==> src/hw/rtl/olb_pkg.sv <==
// Shared types and constants for the overlap linear blend block.
// No dependencies; used by every module of the block.
package olb_pkg;

  localparam int POS_W    = 13;  // canvas coordinate width
  localparam int DIM_W    = 13;  // image size and overlap width registers
  localparam int SHY_W    = 14;  // vertical offset register, two's complement
  localparam int CMP_W    = 16;  // signed width that holds every classify term
  localparam int CHANNELS = 3;   // red, green, blue lanes
  localparam int CFG_W    = 14;  // widest configuration register
  localparam int CFG_IDX_W = 3;

  typedef enum logic [1:0] {
    REG_BLACK = 2'd0,
    REG_A     = 2'd1,
    REG_B     = 2'd2,
    REG_BLEND = 2'd3
  } region_t;

  typedef enum logic [CFG_IDX_W-1:0] {
    CFG_WIDTH_A  = 3'd0,
    CFG_HEIGHT_A = 3'd1,
    CFG_HEIGHT_B = 3'd2,
    CFG_SHIFT_X  = 3'd3,
    CFG_SHIFT_Y  = 3'd4
  } cfg_index_t;

  typedef struct packed {
    logic    valid;
    region_t region;
  } olb_ctl_t;

endpackage

==> src/hw/rtl/olb_classify.sv <==
// Entry stage: classifies a canvas position and derives the blend weights.
// Depends on olb_pkg.
module olb_classify import olb_pkg::*; #(
  parameter int PIXEL_BITS = 8
) (
  input  logic                                 clk,
  input  logic                                 rst,
  input  logic                                 en,
  input  logic                                 in_valid,
  input  logic [POS_W-1:0]                     pos_x,
  input  logic [POS_W-1:0]                     pos_y,
  input  logic [CHANNELS-1:0][PIXEL_BITS-1:0]  a_in,
  input  logic [CHANNELS-1:0][PIXEL_BITS-1:0]  b_in,
  input  logic [DIM_W-1:0]                     width_a,
  input  logic [DIM_W-1:0]                     height_a,
  input  logic [DIM_W-1:0]                     height_b,
  input  logic [DIM_W-1:0]                     shift_x,
  input  logic [SHY_W-1:0]                     shift_y,
  output olb_ctl_t                             ctl,
  output logic [DIM_W-1:0]                     wt_a,
  output logic [DIM_W-1:0]                     wt_b,
  output logic [CHANNELS-1:0][PIXEL_BITS-1:0]  a_px,
  output logic [CHANNELS-1:0][PIXEL_BITS-1:0]  b_px
);

  logic signed [CMP_W-1:0] xs, ys, wa_s, ha_s, hb_s, dx_s, dy_s, off_s, wa_x, x_off;
  logic                    dy_pos, in_a, b_ok;
  region_t                 region_next;

  always_comb begin
    xs    = signed'({{(CMP_W-POS_W){1'b0}}, pos_x});
    ys    = signed'({{(CMP_W-POS_W){1'b0}}, pos_y});
    wa_s  = signed'({{(CMP_W-DIM_W){1'b0}}, width_a});
    ha_s  = signed'({{(CMP_W-DIM_W){1'b0}}, height_a});
    hb_s  = signed'({{(CMP_W-DIM_W){1'b0}}, height_b});
    dx_s  = signed'({{(CMP_W-DIM_W){1'b0}}, shift_x});
    dy_s  = signed'({{(CMP_W-SHY_W){shift_y[SHY_W-1]}}, shift_y});
    off_s = wa_s - dx_s;
    wa_x  = wa_s - xs;
    x_off = xs - off_s;
    dy_pos = (dy_s > 0);
    if (dy_pos) begin
      in_a = (xs < wa_s) && (ys >= dy_s);
      b_ok = (xs >= off_s) && (ys < hb_s);
    end else begin
      in_a = (xs < wa_s) && (ys < ha_s);
      b_ok = (xs >= off_s) && (ys >= -dy_s) && (ys < hb_s - dy_s);
    end
    if (in_a) begin
      region_next = b_ok ? REG_BLEND : REG_A;
    end else begin
      region_next = b_ok ? REG_B : REG_BLACK;
    end
  end

  always_ff @(posedge clk) begin
    if (rst) begin
      ctl.valid <= 1'b0;
    end else if (en) begin
      ctl.valid <= in_valid;
    end
    if (en) begin
      ctl.region <= region_next;
    end
  end

  // Weights only matter in the overlap, where both lie in 0..shift_x.
  always_ff @(posedge clk) begin
    if (en) begin
      wt_a       <= wa_x[DIM_W-1:0];
      wt_b       <= x_off[DIM_W-1:0];
      a_px       <= a_in;
      b_px       <= b_in;
    end
  end

endmodule

==> src/hw/rtl/olb_lane.sv <==
// One color lane: weighted sum, then a pipelined restoring divide by shift_x.
// Depends on olb_pkg.
module olb_lane import olb_pkg::*; #(
  parameter int PIXEL_BITS = 8
) (
  input  logic                  clk,
  input  logic                  en,
  input  logic [DIM_W-1:0]      shift_x,
  input  logic [PIXEL_BITS-1:0] a_in,
  input  logic [PIXEL_BITS-1:0] b_in,
  input  logic [DIM_W-1:0]      wt_a,
  input  logic [DIM_W-1:0]      wt_b,
  output logic [PIXEL_BITS-1:0] quo,
  output logic [PIXEL_BITS-1:0] a_out,
  output logic [PIXEL_BITS-1:0] b_out
);

  localparam int NUM_W = PIXEL_BITS + DIM_W;

  // Stage s holds the item after s divide steps; stage 0 is the weighted sum.
  logic [NUM_W-1:0]      rem   [PIXEL_BITS+1];
  logic [PIXEL_BITS-1:0] qacc  [PIXEL_BITS+1];
  logic [PIXEL_BITS-1:0] a_d   [PIXEL_BITS+1];
  logic [PIXEL_BITS-1:0] b_d   [PIXEL_BITS+1];
  logic [NUM_W-1:0]      prod_a, prod_b;

  assign prod_a = NUM_W'(a_in) * NUM_W'(wt_a);
  assign prod_b = NUM_W'(b_in) * NUM_W'(wt_b);

  always_ff @(posedge clk) begin
    if (en) begin
      rem[0]  <= prod_a + prod_b;
      qacc[0] <= '0;
      a_d[0]  <= a_in;
      b_d[0]  <= b_in;
    end
  end

  // In the overlap the quotient fits in PIXEL_BITS because the weights sum to shift_x.
  for (genvar i = 0; i < PIXEL_BITS; i++) begin : g_step
    logic [NUM_W-1:0] dv;
    logic             take;
    assign dv   = NUM_W'(shift_x) << (PIXEL_BITS - 1 - i);
    assign take = (rem[i] >= dv);
    always_ff @(posedge clk) begin
      if (en) begin
        rem[i+1]  <= take ? (rem[i] - dv) : rem[i];
        qacc[i+1] <= (qacc[i] << 1) | PIXEL_BITS'(take);
        a_d[i+1]  <= a_d[i];
        b_d[i+1]  <= b_d[i];
      end
    end
  end

  assign quo   = qacc[PIXEL_BITS];
  assign a_out = a_d[PIXEL_BITS];
  assign b_out = b_d[PIXEL_BITS];

endmodule

==> src/hw/rtl/olb_merge.sv <==
// Merge stage: picks each channel by region, then an output register and skid slot.
// Depends on olb_pkg.
module olb_merge import olb_pkg::*; #(
  parameter int PIXEL_BITS = 8
) (
  input  logic                                clk,
  input  logic                                rst,
  input  olb_ctl_t                            ctl,
  input  logic [CHANNELS-1:0][PIXEL_BITS-1:0] quo,
  input  logic [CHANNELS-1:0][PIXEL_BITS-1:0] a_px,
  input  logic [CHANNELS-1:0][PIXEL_BITS-1:0] b_px,
  input  logic                                out_stall,
  output logic                                skid_full,
  output logic                                out_valid,
  output logic [CHANNELS-1:0][PIXEL_BITS-1:0] out_px,
  output region_t                             out_region
);

  logic [CHANNELS-1:0][PIXEL_BITS-1:0] sel_px, skid_px;
  region_t                             skid_region;
  logic                                push, load;

  always_comb begin
    for (int c = 0; c < CHANNELS; c++) begin
      case (ctl.region)
        REG_BLEND: sel_px[c] = quo[c];
        REG_A:     sel_px[c] = a_px[c];
        REG_B:     sel_px[c] = b_px[c];
        default:   sel_px[c] = '0;
      endcase
    end
  end

  // The pipeline only advances while the skid slot is empty.
  assign push = ctl.valid && !skid_full;
  assign load = !out_valid || !out_stall;

  always_ff @(posedge clk) begin
    if (rst) begin
      out_valid <= 1'b0;
      skid_full <= 1'b0;
    end else if (load) begin
      out_valid <= skid_full || push;
      skid_full <= 1'b0;
    end else if (push) begin
      skid_full <= 1'b1;
    end
  end

  always_ff @(posedge clk) begin
    if (load) begin
      if (skid_full) begin
        out_px     <= skid_px;
        out_region <= skid_region;
      end else begin
        out_px     <= sel_px;
        out_region <= ctl.region;
      end
    end else if (push) begin
      skid_px     <= sel_px;
      skid_region <= ctl.region;
    end
  end

endmodule

==> src/hw/rtl/image_overlap_linear_blend.sv <==
// Top level of the two-image overlap linear blend: config registers and lane array.
// Depends on olb_pkg, olb_classify, olb_lane and olb_merge.
//
//   channel | handshake              | payload
//   --------+------------------------+------------------------------------------
//   in      | in_valid / in_stall    | pos_x, pos_y, a_red..a_blue, b_red..b_blue
//   out     | out_valid / out_stall  | out_red, out_green, out_blue, region
//   config  | cfg_we (no handshake)  | cfg_index, cfg_data
//
// One item per clock while the skid slot is empty; each item passes through the
// classify stage, the weighted-sum stage, one restoring divide step per
// quotient bit in each color lane, and the output register.
// Reset clears all valid flags and loads the register defaults.
// in_stall rises only while the skid slot holds an item behind a stalled output.
module image_overlap_linear_blend import olb_pkg::*; #(
  parameter int PIXEL_BITS = 8
) (
  input  logic                  clk,
  input  logic                  rst,
  input  logic                  in_valid,
  output logic                  in_stall,
  input  logic [POS_W-1:0]      pos_x,
  input  logic [POS_W-1:0]      pos_y,
  input  logic [PIXEL_BITS-1:0] a_red,
  input  logic [PIXEL_BITS-1:0] a_green,
  input  logic [PIXEL_BITS-1:0] a_blue,
  input  logic [PIXEL_BITS-1:0] b_red,
  input  logic [PIXEL_BITS-1:0] b_green,
  input  logic [PIXEL_BITS-1:0] b_blue,
  output logic                  out_valid,
  input  logic                  out_stall,
  output logic [PIXEL_BITS-1:0] out_red,
  output logic [PIXEL_BITS-1:0] out_green,
  output logic [PIXEL_BITS-1:0] out_blue,
  output logic [1:0]            region,
  input  logic                  cfg_we,
  input  logic [CFG_IDX_W-1:0]  cfg_index,
  input  logic [CFG_W-1:0]      cfg_data
);

  localparam int LANE_LAT = PIXEL_BITS + 1;

  logic [DIM_W-1:0] width_a, height_a, height_b, shift_x;
  logic [SHY_W-1:0] shift_y;

  always_ff @(posedge clk) begin
    if (rst) begin
      width_a  <= DIM_W'(640);
      height_a <= DIM_W'(480);
      height_b <= DIM_W'(480);
      shift_x  <= '0;
      shift_y  <= '0;
    end else if (cfg_we) begin
      case (cfg_index_t'(cfg_index))
        CFG_WIDTH_A:  width_a  <= cfg_data[DIM_W-1:0];
        CFG_HEIGHT_A: height_a <= cfg_data[DIM_W-1:0];
        CFG_HEIGHT_B: height_b <= cfg_data[DIM_W-1:0];
        CFG_SHIFT_X:  shift_x  <= cfg_data[DIM_W-1:0];
        CFG_SHIFT_Y:  shift_y  <= cfg_data[SHY_W-1:0];
        default: ;
      endcase
    end
  end

  logic                                en, skid_full;
  logic [CHANNELS-1:0][PIXEL_BITS-1:0] a_in, b_in, a_px, b_px;
  logic [CHANNELS-1:0][PIXEL_BITS-1:0] quo, a_lane, b_lane, out_px;
  logic [DIM_W-1:0]                    wt_a, wt_b;
  olb_ctl_t                            ctl_cls;
  olb_ctl_t                            ctl_d [LANE_LAT];
  region_t                             out_region;

  assign en       = !skid_full;
  assign in_stall = skid_full;

  assign a_in = {a_blue, a_green, a_red};
  assign b_in = {b_blue, b_green, b_red};

  olb_classify #(.PIXEL_BITS(PIXEL_BITS)) u_classify (
    .clk      (clk),
    .rst      (rst),
    .en       (en),
    .in_valid (in_valid),
    .pos_x    (pos_x),
    .pos_y    (pos_y),
    .a_in     (a_in),
    .b_in     (b_in),
    .width_a  (width_a),
    .height_a (height_a),
    .height_b (height_b),
    .shift_x  (shift_x),
    .shift_y  (shift_y),
    .ctl      (ctl_cls),
    .wt_a     (wt_a),
    .wt_b     (wt_b),
    .a_px     (a_px),
    .b_px     (b_px)
  );

  for (genvar c = 0; c < CHANNELS; c++) begin : g_lane
    olb_lane #(.PIXEL_BITS(PIXEL_BITS)) u_lane (
      .clk     (clk),
      .en      (en),
      .shift_x (shift_x),
      .a_in    (a_px[c]),
      .b_in    (b_px[c]),
      .wt_a    (wt_a),
      .wt_b    (wt_b),
      .quo     (quo[c]),
      .a_out   (a_lane[c]),
      .b_out   (b_lane[c])
    );
  end

  // Region and valid travel alongside the lanes.
  always_ff @(posedge clk) begin
    if (rst) begin
      for (int i = 0; i < LANE_LAT; i++) begin
        ctl_d[i].valid <= 1'b0;
      end
    end else if (en) begin
      ctl_d[0].valid <= ctl_cls.valid;
      for (int i = 1; i < LANE_LAT; i++) begin
        ctl_d[i].valid <= ctl_d[i-1].valid;
      end
    end
    if (en) begin
      ctl_d[0].region <= ctl_cls.region;
      for (int i = 1; i < LANE_LAT; i++) begin
        ctl_d[i].region <= ctl_d[i-1].region;
      end
    end
  end

  olb_merge #(.PIXEL_BITS(PIXEL_BITS)) u_merge (
    .clk        (clk),
    .rst        (rst),
    .ctl        (ctl_d[LANE_LAT-1]),
    .quo        (quo),
    .a_px       (a_lane),
    .b_px       (b_lane),
    .out_stall  (out_stall),
    .skid_full  (skid_full),
    .out_valid  (out_valid),
    .out_px     (out_px),
    .out_region (out_region)
  );

  assign out_red   = out_px[0];
  assign out_green = out_px[1];
  assign out_blue  = out_px[2];
  assign region    = out_region;

endmodule

==> config.mk <==
export PLATFORM = sky130hd
export DESIGN_NAME = image_overlap_linear_blend
export DESIGN_NICKNAME = d
export VERILOG_FILES = /design/src/hw/rtl/olb_pkg.sv /design/src/hw/rtl/olb_classify.sv /design/src/hw/rtl/olb_lane.sv /design/src/hw/rtl/olb_merge.sv /design/src/hw/rtl/image_overlap_linear_blend.sv
export SDC_FILE = /design/constraint.sdc
export NUM_CORES = 2
export LEC_CHECK = 0
export BUFFER_PORTS_ARGS = -buffer_cell sky130_fd_sc_hd__buf_2
export CAP_MARGIN = 15
export CORE_MARGIN = 1.5
export CORE_UTILIZATION = 50
export DETAILED_ROUTE_END_ITERATION = 8
export MAX_ROUTING_LAYER = met4
export PLACE_DENSITY = 0.71
export SYNTH_ARGS = -nofsm -noshare
export SYNTH_HDL_FRONTEND = slang
export SYNTH_SLANG_ARGS = --single-unit
==> constraint.sdc <==
create_clock -name clk -period 65.5 [get_ports clk]
set_input_delay 13.1 -clock clk [delete_from_list [all_inputs] [get_ports clk]]
set_output_delay 13.1 -clock clk [all_outputs]
set_load 0.005 [all_outputs]
==> impl_results.md <==
- Drt pass-1 iters: 6
- Worst hold slack: between 0.3 and 0.4 ns
- Setup Buffers After CTS: 0
- CTS tree: yes
- I/O pin cnt: about 120
- Syn Area/Cell: between 10 and 15 um2
- Vias in the first global route: 51.7k
- Nets: about 8.3k
- Mapped cell area: 0.0805 mm2
- Clock Latency Late Sink: 0.81 ns
- Buffers added on ports: between 100 and 150
- Clock Pin Slew Worst Setup and Hold Paths: approximately 0.06 ns
- Clock skew: 0.0503 ns
- #FFs+latches synth: 1268
- Unrepaired setup endpoints after global routing: no
- Yosys cell types: 85
- Hold Crit Class: flop to flop
- Setup Viol. Count Final: 0
- Largest net degree at the start of global routing: between 150 and 200
- Async SR Flop Fraction: 0%
- First-pass GRT wire length: 286000 um
- Placed insts: 9093
- Hold buffer count at CTS: 0
- Most frequent cells in the layout: edfxtp_1 (1199), inv_1 (796), nand2_1 (702)
- Worst setup SP type: input port
- CTS root buf: clkbuf_16
- YS warnings: 0
- DR WL met2: 87100 um
- Max FO, Critical Path: 3
- Leading cell type in the layout, fill and taps excluded: edfxtp_1
- Final Hold Fails: 0
- FILL cells: 13.3k
- Slew of the pin with the lowest slew margin: 1.15 ns
- FMAX: 66.7 MHz
- DR top layer: met4
- Crit share post-route: 22.9%
- CP arrival: 15.52 ns
- Critical Path RT: 66.02 ns
- Synth area leader: edfxtp_1
- Number of max-cap violations: 0
- Setup CP Type: input port to flop
- Share of cells above drive strength 1: 8.01%
- DP Area: between 0.08 and 0.09 mm2
- Area growth, synth to finish: 9.97%
- Fin Setup TNS: 0 ns
- Core ar.: 0.160 mm2
- Fin cells: 9354
- Die area: 0.163 mm2
- CTS max path bufs: 3
- Num Clock Sinks: 1268
- Post-DP HPWL: 130000 um
- Initial Utilization: about 50%
- Post-synthesis sequential area ratio: 46.4%
- Post-synth top area share: between 40% and 50%
- Most used DFF post-synth: edfxtp_1
- Post-CTS resize count: 0
- Number of buffers created by CTS: 139
- GRT Overall Usage: 23.3%
- Area contributors post-synth: edfxtp_1 (45%), fa_1 (13%), ha_1 (9.8%)
- Rows: ~150
- Slew Limit Fails: 0
- Routed length on met1: 79300 um
- Post-synth EDFFs: 1199
- Worst Setup End Kind: flop
- Status: finished, final reports clean
- ANT nets after route: 0
- Vias post-DR: 51.6k
- Drt initial violations: 4049
- Total grt overflow: 0
- DRC viols: 0
- H-tree Lvls: 4
- Syn nets: 8163
- Routed wire length: roughly 180000 um
- Post-route design area: 0.0885 mm2
- Die width: 404 um
- Final Wtd Congestion: 0.918
- Tmin final: 15.00 ns
- Mapped Cells: 6914
- Die height: 404 um
- Slew headroom: 23.2%
- Wire length per cell: 19.5 um
- DR WL met3: 10000 um
- Initial antenna violation count: 14
- Post-DR vias/cell: 5.51
## worst max-delay path: stages
cell and delay [ns]:
buf_2 0.11, inv_1 0.05, ha_1 0.16, inv_1 0.06
fa_1 0.44, a21o_1 0.18, a21oi_1 0.37, o31ai_1 0.17
o21a_1 0.22, o21a_1 0.18, o21ai_0 0.15, o311a_1 0.26
a211oi_1 0.06
## Yosys cell counts, types with 35 or more instances
master / count
and2_1: 337
or3_1: 35
inv_1: 802
xnor2_1: 203
mux2_2: 110
a21o_1: 130
nor2_1: 294
edfxtp_1: 1199
nor4_1: 42
nand2_1: 703
o21ai_0: 293
nor2b_1: 81
a21oi_1: 312
clkbuf_1: 157
o21a_1: 55
fa_1: 523
nand4_1: 48
nand2b_1: 74
dfxtp_1: 69
ha_1: 630
nor3_1: 111
nand3_1: 70
xor2_1: 144
## final cells by class
class / count / area (um2) / share of cell area [%]
tap: 2160 / 2700 / 3.05
antenna: 3 / 7.51 / 0.00848
timing repair buffer: 195 / 1200 / 1.35
sequential: 1268 / 37400 / 42.2
clock inverter: 95 / 1170 / 1.33
multi-input combinational: 4667 / 39500 / 44.6
inverter: 804 / 3030 / 3.42
clock buffer: 162 / 3570 / 4.04
## cell families (layout without fill, tap and decap cells)
family,count (synthesis),count (layout),share of synthesized area [%]
compound gates,1102,1102,8.64
xor+xnor,347,347,3.77
fa+ha+maj,1153,1153,22.8
buf+inv,979,1256,4.59
flops,1268,1268,46.4
mux,140,140,1.91
other cells,0,3,0
simple gates,1925,1925,11.9
## metal layers
| metal | track usage [%] | up-vias |
|---|---|---|
| met3 | 3.40 | 343 |
| li1 | - | 24400 |
| met2 | 37.1 | 1433 |
| met5 | - | - |
| met4 | 8.34 | 0 |
| met1 | 30.5 | 25400 |
## per-stage QoR
step,setup slack (ns),utilization (%)
final,50.50,55.3
after global routing,50.35,55.3
after CTS,50.62,55.3
after detailed placement,49.78,52.3
after global placement,49.75,52.3
after floorplan,29.90,-
## worst paths after layout
path                                     from                     endpoint  slack [ns]  cells past startpoint
setup / recovery                     pos_x[0]            u_classify.ctl[1]       50.50                     13
setup reg to reg          u_classify.b_px[10]  g_lane[1].u_lane.rem[0][20]       58.62                     20
hold / removal    g_lane[2].u_lane.a_d[0][14]  g_lane[2].u_lane.a_d[0][22]        0.37                      0
hold reg to reg   g_lane[2].u_lane.a_d[0][14]  g_lane[2].u_lane.a_d[0][22]        0.37                      0
## registers in the layout (all words and copies together) (netlist names), 14 cells and up
register	count
ctl_d	27
g_lane.u_lane.a_d	216
g_lane.u_lane.b_d	216
g_lane.u_lane.qacc	108
g_lane.u_lane.rem	504
shift_y	14
u_classify.a_px	24
u_classify.b_px	24
u_merge.out_px	24
u_merge.skid_px	24
Power is not shown: default switching activity piles up to over one toggle a cycle in this logic, so the estimate is an artifact.
